[src/rtl/core/hrlp_pkg.sv]
package hrlp_pkg;

	localparam int QUEUE_DEPTH = 4;

	localparam logic [7:0] CH_LF = 8'h0A;
	localparam logic [7:0] CH_SP = 8'h20;
	localparam logic [7:0] CH_CR = 8'h0D;

	typedef enum logic [2:0] {
		ST_OK          = 3'd0,
		ST_BAD_METHOD  = 3'd1,
		ST_NO_LINE     = 3'd2,
		ST_NO_METHOD   = 3'd3,
		ST_NO_URL      = 3'd4,
		ST_NO_VERSION  = 3'd5,
		ST_BAD_VERSION = 3'd6
	} status_t;

	localparam logic [1:0] METH_GET  = 2'd0;
	localparam logic [1:0] METH_HEAD = 2'd1;
	localparam logic [1:0] METH_NONE = 2'd2;

	// candidate tokens: GET, HEAD, HTTP/1.0, HTTP/1.1
	localparam logic [1:0] CAND_GET    = 2'd0;
	localparam logic [1:0] CAND_HEAD   = 2'd1;
	localparam logic [1:0] CAND_HTTP10 = 2'd2;
	localparam logic [1:0] CAND_HTTP11 = 2'd3;

	// One queue entry: what one accepted byte produced
	typedef struct packed {
		logic       url_v;
		logic [7:0] url_byte;
		logic       st_v;
		status_t    status;
		logic [1:0] method;
		logic       version;
	} entry_t;

	function automatic logic [3:0] cand_len(input logic [1:0] k);
		logic [3:0] len;
		case (k)
			CAND_GET:  len = 4'd3;
			CAND_HEAD: len = 4'd4;
			default:   len = 4'd8;
		endcase
		return len;
	endfunction

	function automatic logic [7:0] cand_char(input logic [1:0] k, input logic [2:0] pos);
		logic [7:0] ch;
		ch = 8'h00;
		case (k)
			CAND_GET: begin
				case (pos)
					3'd0:    ch = "G";
					3'd1:    ch = "E";
					3'd2:    ch = "T";
					default: ch = 8'h00;
				endcase
			end
			CAND_HEAD: begin
				case (pos)
					3'd0:    ch = "H";
					3'd1:    ch = "E";
					3'd2:    ch = "A";
					3'd3:    ch = "D";
					default: ch = 8'h00;
				endcase
			end
			default: begin
				case (pos)
					3'd0:    ch = "H";
					3'd1:    ch = "T";
					3'd2:    ch = "T";
					3'd3:    ch = "P";
					3'd4:    ch = "/";
					3'd5:    ch = "1";
					3'd6:    ch = ".";
					default: ch = (k == CAND_HTTP11) ? "1" : "0";
				endcase
			end
		endcase
		return ch;
	endfunction

endpackage

[src/rtl/core/hrlp_in_if.sv]
interface hrlp_in_if;
	logic       valid;
	logic       ready;
	logic [7:0] data_byte;
	logic       end_of_buffer;

	modport source (output valid, output data_byte, output end_of_buffer, input ready);
	modport sink (input valid, input data_byte, input end_of_buffer, output ready);
endinterface

[src/rtl/core/hrlp_out_if.sv]
interface hrlp_out_if;
	logic       valid;
	logic       ready;
	logic       is_status;
	logic [7:0] url_byte;
	logic [2:0] status;
	logic [1:0] method;
	logic       version;

	modport source (
		output valid, output is_status, output url_byte, output status,
		output method, output version, input ready
	);
	modport sink (
		input valid, input is_status, input url_byte, input status,
		input method, input version, output ready
	);
endinterface

[src/rtl/core/hrlp_front.sv]
module hrlp_front
	import hrlp_pkg::*;
(
	input  logic       clk,
	input  logic       arst_n,
	hrlp_in_if.sink    request,
	input  logic       full,
	output logic       push,
	output entry_t     entry
);

	typedef enum logic [2:0] {
		PH_SEEK_LINE   = 3'd0,
		PH_PRE_METHOD  = 3'd1,
		PH_METHOD      = 3'd2,
		PH_PRE_URL     = 3'd3,
		PH_URL         = 3'd4,
		PH_PRE_VERSION = 3'd5,
		PH_VERSION     = 3'd6
	} phase_t;

	typedef struct packed {
		status_t    code;
		logic       ver;
		logic [1:0] method;
	} close_t;

	phase_t     phase_q, phase_n;
	logic [3:0] match_pos_q, match_pos_n;
	logic [3:0] cand_q, cand_n;
	logic [1:0] method_q, method_n;
	logic       finished_q, finished_n;
	logic       url_v, st_v, done;
	status_t    code;
	logic       ver;
	close_t     cl;
	logic       accept;
	logic [7:0] c;

	function automatic logic hit(input logic [3:0] flags, input logic [3:0] pos,
			input logic [1:0] k);
		return flags[k] && (pos == cand_len(k));
	endfunction

	// Drop candidates that cannot match this byte at this position
	function automatic logic [3:0] match(input logic [3:0] flags, input logic [3:0] pos,
			input logic hi, input logic [7:0] ch);
		logic [3:0] f;
		logic [1:0] k;
		f = flags;
		for (int j = 0; j < 2; j++) begin
			k = {hi, j[0]};
			if (f[k] && (pos >= cand_len(k) || cand_char(k, pos[2:0]) != ch))
				f[k] = 1'b0;
		end
		return f;
	endfunction

	function automatic logic [3:0] inc_sat(input logic [3:0] pos);
		return (pos == 4'hF) ? pos : pos + 4'd1;
	endfunction

	function automatic logic [1:0] take_method(input logic [3:0] flags, input logic [3:0] pos);
		logic [1:0] m;
		if (hit(flags, pos, CAND_GET))
			m = METH_GET;
		else if (hit(flags, pos, CAND_HEAD))
			m = METH_HEAD;
		else
			m = METH_NONE;
		return m;
	endfunction

	// Status for a line end seen in the given phase
	function automatic close_t line_end(input phase_t ph, input logic [3:0] flags,
			input logic [3:0] pos, input logic [1:0] mf);
		close_t r;
		r.code = ST_NO_LINE;
		r.ver = 1'b0;
		r.method = mf;
		case (ph)
			PH_PRE_METHOD: r.code = ST_NO_METHOD;
			PH_METHOD: begin
				r.method = take_method(flags, pos);
				r.code = (r.method != METH_NONE) ? ST_NO_URL : ST_BAD_METHOD;
			end
			PH_PRE_URL:     r.code = ST_NO_URL;
			PH_URL:         r.code = ST_NO_VERSION;
			PH_PRE_VERSION: r.code = ST_NO_VERSION;
			PH_VERSION: begin
				if (hit(flags, pos, CAND_HTTP11)) begin
					r.code = ST_OK;
					r.ver = 1'b1;
				end else if (hit(flags, pos, CAND_HTTP10)) begin
					r.code = ST_OK;
				end else begin
					r.code = ST_BAD_VERSION;
				end
			end
			default: r.code = ST_NO_LINE;
		endcase
		return r;
	endfunction

	assign request.ready = !full;
	assign accept = request.valid && !full;
	assign c = request.data_byte;

	// Classify one byte: next state and the results it causes
	always_comb begin
		phase_n = phase_q;
		match_pos_n = match_pos_q;
		cand_n = cand_q;
		method_n = method_q;
		finished_n = finished_q;
		url_v = 1'b0;
		st_v = 1'b0;
		done = 1'b0;
		code = ST_OK;
		ver = 1'b0;
		cl = '0;
		if (!finished_q) begin
			if (c != 8'h00) begin
				if (phase_n == PH_SEEK_LINE) begin
					if (c == CH_LF)
						done = 1'b1;
					else
						phase_n = PH_PRE_METHOD;
				end
				if (!done && c == CH_LF && phase_n != PH_SEEK_LINE) begin
					cl = line_end(phase_n, cand_n, match_pos_n, method_n);
					method_n = cl.method;
					st_v = 1'b1;
					code = cl.code;
					ver = cl.ver;
					finished_n = 1'b1;
					done = 1'b1;
				end
				if (!done) begin
					case (phase_n)
						PH_PRE_METHOD: begin
							if (c != CH_SP) begin
								phase_n = PH_METHOD;
								cand_n = match(4'hF, 4'd0, 1'b0, c);
								match_pos_n = 4'd1;
							end
						end
						PH_METHOD: begin
							if (c == CH_SP) begin
								method_n = take_method(cand_n, match_pos_n);
								if (method_n != METH_NONE) begin
									phase_n = PH_PRE_URL;
								end else begin
									st_v = 1'b1;
									code = ST_BAD_METHOD;
									finished_n = 1'b1;
								end
							end else begin
								cand_n = match(cand_n, match_pos_n, 1'b0, c);
								match_pos_n = inc_sat(match_pos_n);
							end
						end
						PH_PRE_URL: begin
							// first URL byte is dropped
							if (c != CH_SP)
								phase_n = PH_URL;
						end
						PH_URL: begin
							if (c == CH_SP)
								phase_n = PH_PRE_VERSION;
							else
								url_v = 1'b1;
						end
						PH_PRE_VERSION: begin
							if (c != CH_CR) begin
								phase_n = PH_VERSION;
								cand_n = match(4'hF, 4'd0, 1'b1, c);
								match_pos_n = 4'd1;
							end
						end
						PH_VERSION: begin
							if (c == CH_CR) begin
								cl = line_end(phase_n, cand_n, match_pos_n, method_n);
								method_n = cl.method;
								st_v = 1'b1;
								code = cl.code;
								ver = cl.ver;
								finished_n = 1'b1;
							end else begin
								cand_n = match(cand_n, match_pos_n, 1'b1, c);
								match_pos_n = inc_sat(match_pos_n);
							end
						end
						default: ;
					endcase
				end
			end
			// end of string or the buffer's last byte closes the line
			if (!finished_n && (c == 8'h00 || request.end_of_buffer)) begin
				cl = line_end(phase_n, cand_n, match_pos_n, method_n);
				method_n = cl.method;
				st_v = 1'b1;
				code = cl.code;
				ver = cl.ver;
				finished_n = 1'b1;
			end
		end
	end

	// Build the queue entry
	always_comb begin
		entry.url_v = url_v;
		entry.url_byte = c;
		entry.st_v = st_v;
		entry.status = code;
		entry.method = method_n;
		entry.version = (code == ST_OK) ? ver : 1'b0;
	end

	assign push = accept && (url_v || st_v);

	// Hold parse state; return to start after the buffer's last byte
	always_ff @(posedge clk or negedge arst_n) begin
		if (!arst_n) begin
			phase_q <= PH_SEEK_LINE;
			match_pos_q <= 4'd0;
			cand_q <= 4'hF;
			method_q <= METH_NONE;
			finished_q <= 1'b0;
		end else if (accept) begin
			if (request.end_of_buffer) begin
				phase_q <= PH_SEEK_LINE;
				match_pos_q <= 4'd0;
				cand_q <= 4'hF;
				method_q <= METH_NONE;
				finished_q <= 1'b0;
			end else begin
				phase_q <= phase_n;
				match_pos_q <= match_pos_n;
				cand_q <= cand_n;
				method_q <= method_n;
				finished_q <= finished_n;
			end
		end
	end

endmodule

[src/rtl/core/hrlp_queue.sv]
module hrlp_queue
	import hrlp_pkg::*;
#(
	parameter int DEPTH = QUEUE_DEPTH
) (
	input  logic   clk,
	input  logic   arst_n,
	input  logic   push,
	input  entry_t entry,
	input  logic   pop,
	output logic   full,
	output logic   empty,
	output entry_t head
);

	localparam int PW = (DEPTH > 1) ? $clog2(DEPTH) : 1;
	localparam int CW = $clog2(DEPTH + 1);
	localparam logic [PW-1:0] LAST = PW'(DEPTH - 1);
	localparam logic [CW-1:0] FULL_CNT = CW'(DEPTH);

	entry_t        mem_q [DEPTH];
	logic [PW-1:0] wr_ptr_q, rd_ptr_q;
	logic [CW-1:0] count_q;
	logic          do_push, do_pop;

	assign full = (count_q == FULL_CNT);
	assign empty = (count_q == '0);
	assign head = mem_q[rd_ptr_q];
	assign do_push = push && !full;
	assign do_pop = pop && !empty;

	// Store entries
	always_ff @(posedge clk) begin
		if (do_push)
			mem_q[wr_ptr_q] <= entry;
	end

	// Advance pointers and count
	always_ff @(posedge clk or negedge arst_n) begin
		if (!arst_n) begin
			wr_ptr_q <= '0;
			rd_ptr_q <= '0;
			count_q <= '0;
		end else begin
			if (do_push)
				wr_ptr_q <= (wr_ptr_q == LAST) ? '0 : wr_ptr_q + 1'b1;
			if (do_pop)
				rd_ptr_q <= (rd_ptr_q == LAST) ? '0 : rd_ptr_q + 1'b1;
			if (do_push && !do_pop)
				count_q <= count_q + 1'b1;
			else if (do_pop && !do_push)
				count_q <= count_q - 1'b1;
		end
	end

endmodule

[src/rtl/core/hrlp_back.sv]
module hrlp_back
	import hrlp_pkg::*;
(
	input  logic       clk,
	input  logic       arst_n,
	input  logic       empty,
	input  entry_t     head,
	output logic       pop,
	hrlp_out_if.source result
);

	logic url_sent_q;
	logic show_url;
	logic last_part;
	logic taken;

	// Pick the part of the head entry to present
	assign show_url = head.url_v && !url_sent_q;
	assign last_part = !show_url || !head.st_v;
	assign taken = result.valid && result.ready;

	assign result.valid = !empty;
	assign result.is_status = !show_url;
	assign result.url_byte = show_url ? head.url_byte : 8'h00;
	assign result.status = show_url ? ST_OK : head.status;
	assign result.method = show_url ? METH_GET : head.method;
	assign result.version = show_url ? 1'b0 : head.version;

	assign pop = taken && last_part;

	// Track whether the URL byte of the head entry has left
	always_ff @(posedge clk or negedge arst_n) begin
		if (!arst_n) begin
			url_sent_q <= 1'b0;
		end else if (taken) begin
			url_sent_q <= !last_part;
		end
	end

endmodule

[src/rtl/core/http_request_line_parser.sv]
// HTTP/1.x request-line parser. The request stream takes one buffer byte per
// cycle; a byte is classified in the cycle it is accepted by the parse state
// machine, and the results it causes (a URL byte, the closing status, or both
// on the buffer's final byte) go into a queue of QDEPTH entries. The
// result stream delivers one item per cycle from the queue head, so a byte that
// causes a URL byte and the status yields two items, URL first. Input stalls
// only when the queue is full; the result side stalls independently. The
// first URL character is dropped, only GET and HEAD methods and HTTP/1.0 or
// HTTP/1.1 versions are accepted, and bytes after the status are ignored until
// the byte flagged end_of_buffer, which returns the parser to its start state.
module http_request_line_parser
	import hrlp_pkg::*;
#(
	parameter int QDEPTH = QUEUE_DEPTH
) (
	input  logic       clk,
	input  logic       arst_n,
	hrlp_in_if.sink    request,
	hrlp_out_if.source result
);

	entry_t push_entry;
	entry_t head;
	logic   push, pop, full, empty;

	hrlp_front u_front (
		.clk     (clk),
		.arst_n  (arst_n),
		.request (request),
		.full    (full),
		.push    (push),
		.entry   (push_entry)
	);

	hrlp_queue #(
		.DEPTH (QDEPTH)
	) u_queue (
		.clk    (clk),
		.arst_n (arst_n),
		.push   (push),
		.entry  (push_entry),
		.pop    (pop),
		.full   (full),
		.empty  (empty),
		.head   (head)
	);

	hrlp_back u_back (
		.clk    (clk),
		.arst_n (arst_n),
		.empty  (empty),
		.head   (head),
		.pop    (pop),
		.result (result)
	);

endmodule

[src/flat_wrapper.sv]
// flat-port wrapper written by rule: the top's interface ports become plain ports
module http_request_line_parser_flat import hrlp_pkg::*;
#(
	parameter int QDEPTH = QUEUE_DEPTH
)
  (clk, arst_n, request_valid, request_data_byte, request_end_of_buffer, request_ready, result_valid, result_is_status, result_url_byte, result_status, result_method, result_version, result_ready);
  hrlp_in_if request_i ();
  hrlp_out_if result_i ();
  input  logic clk;
  input  logic arst_n;
  input wire logic [$bits(request_i.valid)-1:0] request_valid;
  input wire logic [$bits(request_i.data_byte)-1:0] request_data_byte;
  input wire logic [$bits(request_i.end_of_buffer)-1:0] request_end_of_buffer;
  output wire logic [$bits(request_i.ready)-1:0] request_ready;
  output wire logic [$bits(result_i.valid)-1:0] result_valid;
  output wire logic [$bits(result_i.is_status)-1:0] result_is_status;
  output wire logic [$bits(result_i.url_byte)-1:0] result_url_byte;
  output wire logic [$bits(result_i.status)-1:0] result_status;
  output wire logic [$bits(result_i.method)-1:0] result_method;
  output wire logic [$bits(result_i.version)-1:0] result_version;
  input wire logic [$bits(result_i.ready)-1:0] result_ready;
  assign request_i.valid = request_valid;
  assign request_i.data_byte = request_data_byte;
  assign request_i.end_of_buffer = request_end_of_buffer;
  assign request_ready = request_i.ready;
  assign result_valid = result_i.valid;
  assign result_is_status = result_i.is_status;
  assign result_url_byte = result_i.url_byte;
  assign result_status = result_i.status;
  assign result_method = result_i.method;
  assign result_version = result_i.version;
  assign result_i.ready = result_ready;
  http_request_line_parser #(.QDEPTH(QDEPTH)) u_core (.clk(clk), .arst_n(arst_n), .request(request_i), .result(result_i));
endmodule
[config.mk]
export PLATFORM = sky130hd
export DESIGN_NAME = http_request_line_parser_flat
export DESIGN_NICKNAME = d
export VERILOG_FILES = /design/src/rtl/core/hrlp_pkg.sv /design/src/rtl/core/hrlp_in_if.sv /design/src/rtl/core/hrlp_out_if.sv /design/src/rtl/core/hrlp_front.sv /design/src/rtl/core/hrlp_queue.sv /design/src/rtl/core/hrlp_back.sv /design/src/rtl/core/http_request_line_parser.sv /design/src/flat_wrapper.sv
export SDC_FILE = /design/constraint.sdc
export NUM_CORES = 1
export LEC_CHECK = 0
export BUFFER_PORTS_ARGS = -buffer_cell sky130_fd_sc_hd__buf_2
export CAP_MARGIN = 15
export CORE_MARGIN = 5
export CORE_UTILIZATION = 65
export CTS_CLUSTER_DIAMETER = 120
export DETAILED_ROUTE_END_ITERATION = 6
export GPL_TIMING_DRIVEN = 0
export PLACE_DENSITY = 0.93
export SLEW_MARGIN = 5
export SYNTH_ARGS = -nofsm -noshare
export SYNTH_HDL_FRONTEND = slang
export SYNTH_HIERARCHICAL = 1
export SYNTH_SLANG_ARGS = --single-unit
[constraint.sdc]
create_clock -name clk -period 5.5 [get_ports clk]
set_input_delay 0.55 -clock clk [delete_from_list [all_inputs] [get_ports clk]]
set_output_delay 0.55 -clock clk [all_outputs]
set_load 0.01 [all_outputs]
# Yosys cells after proc, flatten, opt, wreduce, memory -nomap -nowiden
# Memories as Yosys holds them, arrays and structs flattened.
# Cells that the tools add are included.
[classes] magnitude_cmp=6 eq_ne=50 addsub=5 reduce_logical=60 mux=262
[ops] cell="$mux W4" n=102
[ops] cell="$mux W8" n=36
[ops] cell="$mux W3" n=34
[ops] cell="$mux W2" n=32
[ops] cell="$ne A8 B8 Y1" n=7
[ops] cell="$eq A4 B4 Y1" n=12
[ops] cell="$mux W1" n=47
[ops] cell="$pmux W3 S5" n=3
[ops] cell="$pmux W7 S6" n=1
[ops] cell="$pmux W7 S5" n=1
[ops] cell="$pmux W4 S4" n=2
[ops] cell="$eq A3 B3 Y1 const B" n=10
[ops] cell="$logic_and A1 B1 Y1" n=28
[ops] cell="$pmux W7 S4" n=1
[ops] cell="$pmux W7 S3" n=1
[ops] cell="$eq A3 B2 Y1 const B" n=6
[ops] cell="$eq A8 B4 Y1 const B" n=2
[ops] cell="$ge A1 B4 Y1 const A" n=3
[ops] cell="$ge A4 B4 Y1" n=3
[ops] cell="$logic_not A3 Y1" n=4
[ops] cell="$logic_not A1 Y1" n=10
[ops] cell="$logic_or A1 B1 Y1" n=10
[ops] cell="$eq A3 B1 Y1 const B" n=3
[ops] cell="$eq A8 B6 Y1 const B" n=1
[ops] cell="17 further kinds" n=24
[word_totals] mem_count=1 ram_bits=64 input_bits=13 ff_bits=22 wordCells=393 output_inout_bits=17
[mem_list] name="u_core.u_queue.mem_q" depth=4 width=16 rd=1 rd_ports_with_merged_regs=0 wr=1 line_no="hrlp_queue.sv:21" source="entry_t mem_q [DEPTH];"

# Longest topological paths before layout
# Gate-level depths: netlist of run 1.
[depth] word_depth=62 ltp_mapped=16

# Hierarchy
# Netlist of run 1, hierarchy kept.
[modules_own_cells] mod="hrlp_queue" cells_per_inst=121 seq_area_each_um2=2097.0 area_per_inst_um2=2771.4 n_inst=1
[modules_own_cells] mod="hrlp_front" cells_per_inst=356 seq_area_each_um2=356.6 area_per_inst_um2=2539.9 n_inst=1
[modules_own_cells] mod="hrlp_back" cells_per_inst=23 seq_area_each_um2=25.0 area_per_inst_um2=182.7 n_inst=1

# Worst setup path after synthesis of run 1
# No wires, ideal clock.
[synth_timing] kind="input port to flip-flop" startpoint="input request_data_byte[4]" endpoint="register u_core.u_queue.count_q[2]" setup_time_ps=79 cell_stages=15 slack_ps=1747 path_buffers=2 required_time_ps=5421 t_arrival_ps=3674 path_cell_list="buf_6 > or4_4 > buf_6 > or3b_2 > o211a_1 > or2_2 > a21oi_1 > o21a_1 > nor2b_4 > ha_1 > inv_1 > fa_1 > xor2_1 > nor2_1 > xor2_1"
[synth_between] elab_chain_len=25 word_cells_on_any_way=49 cone_classes="eq/ne (6); mux (27); reduce/logical (16)"
[synth_rtl] element="from (decl)" line_no="flat_wrapper.sv:12" source="input wire logic [$bits(request_i.data_byte)-1:0] request_data_byte;"
[synth_rtl] element="$eq A8 B4 Y1" line_no="hrlp_front.sv:125, hrlp_front.sv:130"
[synth_rtl] element="$mux W1" line_no="hrlp_front.sv:125" source="if (c == CH_LF)"
[synth_rtl] element="$mux W1" line_no="hrlp_front.sv:124" source="if (phase_n == PH_SEEK_LINE) begin"
[synth_rtl] element="$mux W1" line_no="hrlp_front.sv:123" source="if (c != 8'h00) begin"
[synth_rtl] element="$mux W1" line_no="hrlp_front.sv:122" source="if (!finished_q) begin"
[synth_rtl] element="$logic_not A1 Y1" line_no="hrlp_front.sv:130" source="if (!done && c == CH_LF && phase_n != PH_SEEK_LINE) begin"
[synth_rtl] element="$logic_and A1 B1 Y1 (2 in series)" line_no="hrlp_front.sv:130"
[synth_rtl] element="$mux W1" line_no="hrlp_front.sv:130"
[synth_rtl] element="(+10 left out)"
[synth_rtl] element="named net u_core.u_front.st_v" line_no="hrlp_front.sv:33" source="logic url_v, st_v, done;"
[synth_rtl] element="$logic_or A1 B1 Y1 (*)" line_no="hrlp_front.sv:220" source="assign push = accept && (url_v || st_v);"
[synth_rtl] element="$logic_and A1 B1 Y1 (*)" line_no="hrlp_front.sv:220"
[synth_rtl] element="named net u_core.push" line_no="http_request_line_parser.sv:24" source="logic push, pop, full, empty;"
[synth_rtl] element="$logic_and A1 B1 Y1 (*)" line_no="hrlp_queue.sv:29" source="assign do_push = push && !full;"
[synth_rtl] element="named net u_core.u_queue.do_push" line_no="hrlp_queue.sv:24" source="logic do_push, do_pop;"
[synth_rtl] element="$logic_not A1 Y1" line_no="hrlp_queue.sv:51" source="else if (do_pop && !do_push)"
[synth_rtl] element="$logic_and A1 B1 Y1" line_no="hrlp_queue.sv:51"
[synth_rtl] element="$reduce_bool A2 Y1 (no line)"
[synth_rtl] element="to (signal assigned)" line_no="hrlp_queue.sv:50" source="count_q <= count_q + 1'b1;"
[synth_rtl] element="to (signal assigned)" line_no="hrlp_queue.sv:52" source="count_q <= count_q - 1'b1;"
[synth_rtl] element="to (decl)" line_no="hrlp_queue.sv:23" source="logic [CW-1:0] count_q;"
# The timed path passes the listed nets; every way through them passes the cells marked *. The select of a mux whose other input is x is not followed.
# A chain may end at the register's enable or synchronous reset.

# Final worst setup path of run 1
[layout_timing] startpoint="input request_data_byte[3]" endpoint="register u_core.u_queue.count_q[2]"
# The elaborated chain is that of the path after synthesis.

==> results.sh, run 1 <==
export IMPL_cp_num_buf_inv=3
export IMPL_vias=4443
export IMPL_finalSetupViolations=0
export IMPL_fin_crit_sh_pct=79.9
export IMPL_area_delta_synth_final_pct=8.27
export IMPL_gp_congestion=0.991
export IMPL_io_pins=30
export IMPL_start_kind="input pin"
export IMPL_cellPowerDensity_nw_per_um2=402
export IMPL_hold_class="in2async"
export IMPL_first_global_vias=4417
export IMPL_layout_nets=563
export IMPL_place_area_um2=5760
export IMPL_timing_fmax_ghz=0.228
export IMPL_period_needed_ns=4.40
export IMPL_tightest_slew_ns=1.19
export IMPL_cpPeakStageDelay_ns=0.85
export IMPL_rsz0062_at_grt="false"
export IMPL_grt_max_degree=23
export IMPL_wl_per_cell_um=22.3
export IMPL_seqCellArea_um2=2480
export IMPL_finalHoldViolCount=0
export IMPL_yosys_warnings=6
export IMPL_grt_total_usage_pct=28.6
export IMPL_initial_utilization_pct=66.9
export IMPL_cts_hold_fix_buffers=0
export IMPL_syn_cell_area_um2=5490
export IMPL_run_status="finished, final reports clean"
export IMPL_post_cts_repair_setup_buffers=0
export IMPL_yosys_top_cells_count="edfxtp_1 (64), a21oi_1 (35), nand2_1 (31), nor2_1 (31), o21ai_0 (20)"
export IMPL_die_h_um=102
export IMPL_clk_pin_slew_ns=0.10
export IMPL_drv_slew=0
export IMPL_cts_root_buf="clkbuf_8"
export IMPL_h_tree_depth=3
export IMPL_rows=33
export IMPL_cp_data_arrival_time_ns=4.67
export IMPL_synth_seq_cells=86
export IMPL_die_w_um=102
export IMPL_drtIter0Drc=630
export IMPL_critPathCaptureType="register"
export IMPL_dieArea_um2=10400
export IMPL_insertion_delay_ns=0.35
export IMPL_drc=0
export IMPL_critical_path_class="in2reg"
export IMPL_synth_area_leaders="edfxtp_1 (35%), dfrtp_1 (7.7%), mux4_2 (6.6%)"
export IMPL_async_reset_ff_share_pct=25.6
export IMPL_synthFlopType="edfxtp_1"
export IMPL_core_area_um2=8220
export IMPL_grt_overflow=0
export IMPL_cpMostUsedCell="xor2_1"
export IMPL_yosys_area_top_type="edfxtp_1"
export IMPL_maxSlewHeadroom_pct=19.9
export IMPL_dp_hpwl_mm=10.5
export IMPL_final_antenna_net_count=0
export IMPL_cts_max_path_buffers=2
export IMPL_synth_distinct_cells=92
export IMPL_finalClockSkew_ns=0.0139
export IMPL_drt_pass1_iterations=6
export IMPL_diodes=0
export IMPL_design_area_um2=5950
export IMPL_numCtsBuffers=9
export IMPL_cp_max_fo=10
export IMPL_yosysTopAreaCellShare_pct=35.0
export IMPL_synth_edf_count=64
export IMPL_cts_resized=0
export IMPL_critPathTopFamily="simple AND/OR/NAND/NOR gates"
export IMPL_grt_pass1_wl_mm=22.7
export IMPL_cts_sinks=86
export IMPL_multi_input_area_um2=2700
export IMPL_viasPerCell=6.87
export IMPL_path_cells="buf_2 -> clkbuf_1 -> nor4_2 -> nand2_1 -> o211a_1 -> or2_2 -> a21oi_1 -> o21a_1 -> nor2b_4 -> ha_1 -> inv_1 -> fa_1 -> xor2_1 -> nor2_1 -> xor2_1"
export IMPL_yosysMostFrequentCell="edfxtp_1"
export IMPL_maxCapViolCount=0
export IMPL_worst_path_max_delay_cell="nor4_2"
export IMPL_antenna_found_initial=0
export IMPL_ys_seq_area_share_pct=45.1
export IMPL_ir_drop_mv=0.204
export IMPL_avgSynthCellArea_um2=11.0
export IMPL_wirelength_mm=14.4
export IMPL_netlist_instances=500
export IMPL_nFillCells=550
export IMPL_synth_nets=526
export IMPL_final_layout_size_suffix_gt1_share_pct=20.8
export IMPL_cp_required_ns=5.78
export IMPL_p_leak_nw=2.13
export IMPL_port_buffers=26
export IMPL_cts_tree="done"
export IMPL_finalSetupTns_ns=0
==> cell families (layout without fill, tap and decap cells) <==
family | after synthesis | in the layout | share of synthesized area, %
simple gates | 173 | 173 | 18.6
buf+inv | 61 | 103 | 5.85
flops | 86 | 86 | 45.1
xor+xnor | 14 | 14 | 2.23
fa+ha+maj | 13 | 13 | 3.10
compound gates | 133 | 133 | 17.6
mux | 20 | 20 | 7.52
==> flip-flops by register name (all words and copies together), names as in the netlist <==
signal,count
u_core/u_queue/rd_ptr_q,2
u_core/u_queue/wr_ptr_q,2
u_core/u_front/method_q,2
u_core/u_front/finished_q,1
u_core/u_front/match_pos_q,4
u_core/u_front/phase_q,3
u_core/u_queue/mem_q,64
u_core/u_queue/count_q,3
u_core/u_back/url_sent_q,1
u_core/u_front/cand_q,4
==> worst paths after layout <==
check                                         startpoint                          end  slack [ns]  cells after the start
min                                               arst_n   u_core/u_front/method_q[0]        0.18                      1
min in group clk                    request_data_byte[4]  u_core/u_queue/mem_q[0][11]        0.40                      1
max                                 request_data_byte[3]    u_core/u_queue/count_q[2]        1.10                     15
max in group asynchronous                         arst_n     u_core/u_front/cand_q[2]        4.93                      1
max reg2reg                u_core/u_front/match_pos_q[0]    u_core/u_queue/count_q[2]        1.18                     16
min reg2reg                   u_core/u_front/method_q[1]   u_core/u_front/method_q[1]        0.53                      2
==> per-layer routing <==
metal	GRT usage, %	routed length [um]	part of all wire [%]
met1	37.5	5570	39
met2	47.0	6830	47
met3	6.35	1420	9.8
met4	10.7	589	4.1
met5	0	0	0
==> layout by cell type (no fill, tap or decap), drive strengths merged, types with 14 or more instances in the layout <==
master  count
buf        53
nand3      16
inv        20
nor2       31
a21oi      35
and2       17
mux4       16
nor3       14
nand2      31
dfrtp      17
edfxtp     64
o21ai      21
clkbuf     26
==> layout make-up <==
cell class	instances	area share, %
Timing Repair Buffer	26	2.19
Clock inverter	6	0.883
Inverter	18	1.14
Buffer	43	4.27
Multi-Input combinational cell	353	45.3
Tap cell	105	2.21
Sequential cell	86	41.7
Clock buffer	10	2.31
==> per-stage QoR <==
stage,cells,power (mW),util (%),setup slack (ns),hold WS (ns)
2_1_floorplan,500,1.64,-,1.75,0.254
3_3_place_gp,631,1.89,70.0,0.756,0.492
3_5_place_dp,631,1.96,70.1,0.883,0.497
4_1_cts,647,2.38,72.4,1.26,0.186
5_1_grt,647,2.51,72.4,0.900,0.200
6_report,647,2.39,72.4,1.10,0.181
==> report_power, final <==
group / switching (mW) / internal (mW)
sequential: 0.0856 / 0.801
combinational: 0.597 / 0.473
clock: 0.249 / 0.184
total: 0.931 / 1.46
(Power assumes the default switching activity.)
==> run 2: changes to the inputs <==
--- a/config.mk
+++ b/config.mk
@@ -8,11 +8,11 @@
 export BUFFER_PORTS_ARGS = -buffer_cell sky130_fd_sc_hd__buf_2
 export CAP_MARGIN = 15
 export CORE_MARGIN = 5
-export CORE_UTILIZATION = 65
+export CORE_UTILIZATION = 56
 export CTS_CLUSTER_DIAMETER = 120
 export DETAILED_ROUTE_END_ITERATION = 6
 export GPL_TIMING_DRIVEN = 0
-export PLACE_DENSITY = 0.93
+export PLACE_DENSITY = 0.86
 export SLEW_MARGIN = 5
 export SYNTH_ARGS = -nofsm -noshare
 export SYNTH_HDL_FRONTEND = slang
==> constraint.sdc (replaced) <==
create_clock -name clk -period 3.8 [get_ports clk]
set_input_delay 0.38 -clock clk [delete_from_list [all_inputs] [get_ports clk]]
set_output_delay 0.38 -clock clk [all_outputs]
set_load 0.01 [all_outputs]
==> results.sh, run 2 (synthesis results as in run 1) <==
export IMPL_drc=0
export IMPL_dp_cells=659
export IMPL_stdcell_count=682
export IMPL_grt_pass1_wl_mm=22.1
export IMPL_finalClockSkew_ns=0.0175
export IMPL_nFillCells=756
export IMPL_wl_per_cell_um=20.5
export IMPL_insertion_delay_ns=0.35
export IMPL_drv_slew=0
export IMPL_antenna_found_initial=0
export IMPL_port_buffers=26
export IMPL_clk_pin_slew_ns=0.10
export IMPL_die_w_um=109
export IMPL_cellPowerDensity_nw_per_um2=590
export IMPL_total_power_mw=3.62
export IMPL_start_kind="register"
export IMPL_layout_nets=570
export IMPL_critPathCaptureType="register"
export IMPL_ir_drop_mv=0.280
export IMPL_area_delta_synth_final_pct=11.8
export IMPL_hold_class="in2async"
export IMPL_finalSetupTns_ns=0
export IMPL_cts_root_buf="clkbuf_8"
export IMPL_dieArea_um2=11900
export IMPL_place_ws_ns=-0.659
export IMPL_final_cell_mix="edfxtp_1 (64), a21oi_1 (34), nand2_1 (31)"
export IMPL_gp_congestion=1.03
export IMPL_first_global_vias=4344
export IMPL_finalSetupViolations=0
export IMPL_run_status="finished, final reports clean"
export IMPL_vias=4437
export IMPL_viasPerCell=6.51
export IMPL_wirelength_mm=14.0
export IMPL_numCtsBuffers=9
export IMPL_core_area_um2=9680
export IMPL_fin_crit_sh_pct=96.4
export IMPL_drt_pass1_iterations=6
export IMPL_period_needed_ns=3.67
export IMPL_timing_fmax_ghz=0.273
export IMPL_ff2ff_setup_slack_ns=0.13
export IMPL_grt_total_usage_pct=24.0
export IMPL_rows=36
export IMPL_cts_sinks=86
export IMPL_cts_hold_fix_buffers=0
export IMPL_critical_path_class="reg2reg"
export IMPL_maxCapViolCount=0
export IMPL_maxSlewHeadroom_pct=32.5
export IMPL_post_route_util_pct=63.4
export IMPL_io_pins=30
export IMPL_setup_slack_ns=0.135
export IMPL_diodes=0
export IMPL_cp_max_fo=10
export IMPL_cp_data_arrival_time_ns=3.93
export IMPL_tightest_slew_ns=1.00
export IMPL_p_leak_nw=2.21
export IMPL_h_tree_depth=3
export IMPL_dp_hpwl_mm=9.94
export IMPL_grt_max_degree=23
export IMPL_die_h_um=109
export IMPL_final_layout_size_suffix_gt1_share_pct=23.7
export IMPL_layout_commonest_cell="edfxtp_1"
export IMPL_largest_register_ffs=64
export IMPL_cts_tree="done"
export IMPL_drtIter0Drc=599
export IMPL_cp_required_ns=4.07
export IMPL_initial_utilization_pct=56.7
export IMPL_final_antenna_net_count=0
export IMPL_top_regs="u_core/u_queue/mem_q: 64 flops, u_core/u_front/cand_q: 4 flops, u_core/u_front/match_pos_q: 4 flops"
export IMPL_cts_max_path_buffers=2
export IMPL_largest_register="u_core/u_queue/mem_q"
export IMPL_finalHoldViolCount=0
export IMPL_grt_overflow=0
==> run 2: cell types whose count changed in the layout (fill, tap and decap cells not counted), sizes merged <==
| cell | change |
|---|---|
| buf | +7 |
| bufinv | +2 |
| clkinvlp | -2 |
==> run 2: critical path: stages (launching register included) <==
cell,delay [ns]
dfrtp_2,0.42
buf_4,0.20
inv_1,0.13
ha_2,0.27
nand4b_1,0.16
o311ai_1,0.15
o211a_1,0.26
or2_2,0.34
a21oi_2,0.19
o21a_1,0.16
nor2b_4,0.18
ha_1,0.20
inv_1,0.06
fa_1,0.38
xor2_1,0.18
nor2_1,0.12
xor2_1,0.19
==> run 2: repair_timing <==
item                       in CTS  in global routing
setup endpoints to repair      61                 26
resized for setup               9                  5
pin swaps                       0                  1
cloned                          0                  0
buffers inserted                0                  7
==> run 2: final timing paths <==
path,to,depth (start not counted),from
max reg2reg,u_core/u_queue/count_q[2],16,u_core/u_front/match_pos_q[0]
max in group asynchronous,u_core/u_front/match_pos_q[0],1,arst_n
min reg2reg,u_core/u_front/cand_q[2],2,u_core/u_front/cand_q[2]
min,u_core/u_front/match_pos_q[1],1,arst_n
max,u_core/u_queue/count_q[2],16,u_core/u_front/match_pos_q[0]
min in group clk,u_core/u_queue/mem_q[1][8],1,request_data_byte[1]
==> run 2: report_power, final <==
part | switching, mW | internal, mW
clock | 0.345 | 0.421
sequential | 0.118 | 1.16
combinational | 0.860 | 0.716
total | 1.32 | 2.30
==> run 2: layer usage <==
metal	part of all wire (%)	GRT usage, %	up-vias
met3	7.7	3.26	42
met4	2.7	7.57	0
met5	0	0	-
met2	51	41.6	268
li1	-	-	1994
met1	39	31.3	2133
==> run 2: cell type report <==
| cell class | count | area, um^2 | area share [%] |
|---|---|---|---|
| inverter | 18 | 67.6 | 1.10 |
| buffer | 43 | 258 | 4.20 |
| multi-input combinational | 353 | 2740 | 44.6 |
| clock inverter | 6 | 97.6 | 1.59 |
| tap | 133 | 166 | 2.71 |
| clock buffer | 10 | 149 | 2.43 |
| sequential | 86 | 2480 | 40.4 |
| timing repair buffer | 33 | 183 | 2.98 |
==> run 2: through the flow <==
step | hold slack [ns] | instance area [um^2]
detailed placement | 0.409 | 5790
floorplan | 0.0844 | 5490
global placement | 0.395 | 5790
finish | 0.00756 | 6140
CTS | 0.0177 | 6070
global route | 0.0393 | 6140
==> run 3: changes to the inputs <==
--- a/config.mk
+++ b/config.mk
@@ -7,12 +7,13 @@
 export LEC_CHECK = 0
 export BUFFER_PORTS_ARGS = -buffer_cell sky130_fd_sc_hd__buf_2
 export CAP_MARGIN = 15
+export CORE_ASPECT_RATIO = 0.9
 export CORE_MARGIN = 5
-export CORE_UTILIZATION = 56
+export CORE_UTILIZATION = 62
 export CTS_CLUSTER_DIAMETER = 120
 export DETAILED_ROUTE_END_ITERATION = 6
 export GPL_TIMING_DRIVEN = 0
-export PLACE_DENSITY = 0.86
+export PLACE_DENSITY = 0.9
 export SLEW_MARGIN = 5
 export SYNTH_ARGS = -nofsm -noshare
 export SYNTH_HDL_FRONTEND = slang
==> constraint.sdc (replaced) <==
create_clock -name clk -period 3.99 [get_ports clk]
set_input_delay 0.399 -clock clk [delete_from_list [all_inputs] [get_ports clk]]
set_output_delay 0.399 -clock clk [all_outputs]
set_load 0.01 [all_outputs]
==> results.sh, run 3 (synthesis results as in run 1) <==
export IMPL_io_pins=30
export IMPL_ir_drop_mv=0.282
export IMPL_area_delta_synth_final_pct=10.1
export IMPL_cts_hold_fix_buffers=0
export IMPL_final_antenna_net_count=0
export IMPL_cpPeakStageDelay_ns=0.56
export IMPL_switching_share_pct=37.5
export IMPL_timing_hold_ws_ns=0.0230
export IMPL_run_status="finished, final reports clean"
export IMPL_cpMostUsedCell="xor2_1"
export IMPL_drt_pass1_iterations=5
export IMPL_viasPerCell=6.80
export IMPL_clk_pin_slew_ns=0.11
export IMPL_rows=32
export IMPL_first_global_vias=4276
export IMPL_layout_commonest_cell="edfxtp_1"
export IMPL_nFillCells=576
export IMPL_grt_overflow=0
export IMPL_dieArea_um2=10800
export IMPL_port_buffers=26
export IMPL_vias=4516
export IMPL_diodes=0
export IMPL_numCtsBuffers=9
export IMPL_die_w_um=109
export IMPL_hold_class="in2async"
export IMPL_path_cells="buf_2 -> clkbuf_1 -> nor4_4 -> nand2_1 -> o211a_1 -> or2_2 -> a21oi_1 -> o21a_1 -> nor2b_4 -> ha_1 -> inv_1 -> fa_1 -> xor2_1 -> nor2_1 -> xor2_1"
export IMPL_critPathTopFamily="simple AND/OR/NAND/NOR gates"
export IMPL_finalClockSkew_ns=0.0233
export IMPL_rsz0062_at_grt="true"
export IMPL_post_route_util_pct=70.3
export IMPL_timing_fmax_ghz=0.253
export IMPL_cts_max_path_buffers=2
export IMPL_finalSetupViolations=0
export IMPL_critPathCaptureType="register"
export IMPL_cp_num_buf_inv=3
export IMPL_drc=0
export IMPL_cellPowerDensity_nw_per_um2=567
export IMPL_clockPowerShare_pct=20.7
export IMPL_finalHoldViolCount=0
export IMPL_tightest_slew_ns=1.04
export IMPL_p_comb_share_pct=43.7
export IMPL_worst_path_max_delay_cell="nor4_4"
export IMPL_die_h_um=99.3
export IMPL_final_layout_size_suffix_gt1_share_pct=22.0
export IMPL_h_tree_depth=3
export IMPL_largest_register="u_core/u_queue/mem_q"
export IMPL_gp_congestion=0.994
export IMPL_p_leak_nw=2.17
export IMPL_insertion_delay_ns=0.36
export IMPL_period_needed_ns=3.94
export IMPL_largest_register_ffs=64
export IMPL_maxCapViolCount=0
export IMPL_drtIter0Drc=654
export IMPL_p_int_mw=2.14
export IMPL_cp_required_ns=4.28
export IMPL_dp_hpwl_mm=9.90
export IMPL_final_cell_mix="edfxtp_1 (64), a21oi_1 (35), nand2_1 (31)"
export IMPL_cts_sinks=86
export IMPL_fin_crit_sh_pct=98.9
export IMPL_drv_slew=0
export IMPL_top_regs="u_core/u_queue/mem_q: 64 flops, u_core/u_front/cand_q: 4 flops, u_core/u_front/match_pos_q: 4 flops"
export IMPL_maxSlewHeadroom_pct=30.3
export IMPL_antenna_found_initial=0
export IMPL_wl_per_cell_um=21.2
export IMPL_p_seq_share_pct=35.6
export IMPL_cp_data_arrival_time_ns=4.23
export IMPL_cts_tree="done"
export IMPL_wirelength_mm=14.1
export IMPL_cts_root_buf="clkbuf_8"
export IMPL_initial_utilization_pct=63.8
export IMPL_grt_total_usage_pct=26.6
export IMPL_cp_max_fo=10
export IMPL_p_switching_mw=1.28
export IMPL_core_area_um2=8610
export IMPL_grt_max_degree=23
export IMPL_grt_pass1_wl_mm=22.4
export IMPL_start_kind="input pin"
export IMPL_critical_path_class="in2reg"
export IMPL_layout_nets=566
## run 3: power groups by stage
stage	clock network [mW]	registers [mW]	logic (mW)
finish	0.710	1.22	1.50
global route	0.766	1.24	1.62
CTS	0.716	1.22	1.45
detailed placement	0	1.24	1.44
global placement	0	1.22	1.37
floorplan	0	1.20	1.07
## run 3: final timing paths
path | startpoint | end | slack, ns | cells after the start
worst max-delay path | request_data_byte[3] | u_core/u_queue/count_q[2] | 0.05 | 15
worst min-delay path | arst_n | u_core/u_queue/rd_ptr_q[0] | 0.02 | 1
worst max register to register | u_core/u_front/match_pos_q[0] | u_core/u_queue/count_q[2] | 0.07 | 16
worst min register to register | u_core/u_front/cand_q[2] | u_core/u_front/cand_q[2] | 0.52 | 2
max in group asynchronous | arst_n | u_core/u_front/match_pos_q[0] | 3.56 | 1
min in group clk | request_data_byte[1] | u_core/u_queue/mem_q[0][8] | 0.24 | 1
## run 3: through the flow
stage	TNS (ns)	worst slack [ns]	total power, mW	std cells	instance area, um^2
global route	-0.0705	-0.0705	3.62	664	6050
floorplan	0	0.388	2.27	500	5490
detailed placement	-11.84	-0.495	2.67	645	5780
finish	0	0.0450	3.43	664	6050
global placement	-16.60	-0.453	2.59	645	5770
CTS	0	0.00707	3.39	661	6020
## run 3: area by class of cell
type | count | area (um^2) | share of cell area [%]
Multi-Input combinational cell | 353 | 2720 | 44.9
Buffer | 43 | 256 | 4.24
Timing Repair Buffer | 29 | 153 | 2.52
Clock inverter | 7 | 103 | 1.70
Sequential cell | 86 | 2480 | 41.0
Tap cell | 119 | 149 | 2.46
Inverter | 18 | 67.6 | 1.12
Clock buffer | 9 | 124 | 2.05
## run 3: what timing repair did
| action | 4_1_cts | 5_1_grt |
|---|---|---|
| gates resized for setup | 4 | 3 |
| cloned | 0 | 0 |
| buffers inserted | 0 | 3 |
| setup endpoints to repair | 5 | 54 |
## run 3: routing by layer
metal | GRT usage (%) | up-vias | part of all wire (%) | wire length, um
li1 | - | 1977 | - | -
met1 | 35.5 | 2199 | 40 | 5620
met2 | 43.1 | 278 | 48 | 6760
met3 | 5.39 | 62 | 8.1 | 1140
met4 | 10.1 | 0 | 3.8 | 532
met5 | 0 | - | 0 | 0
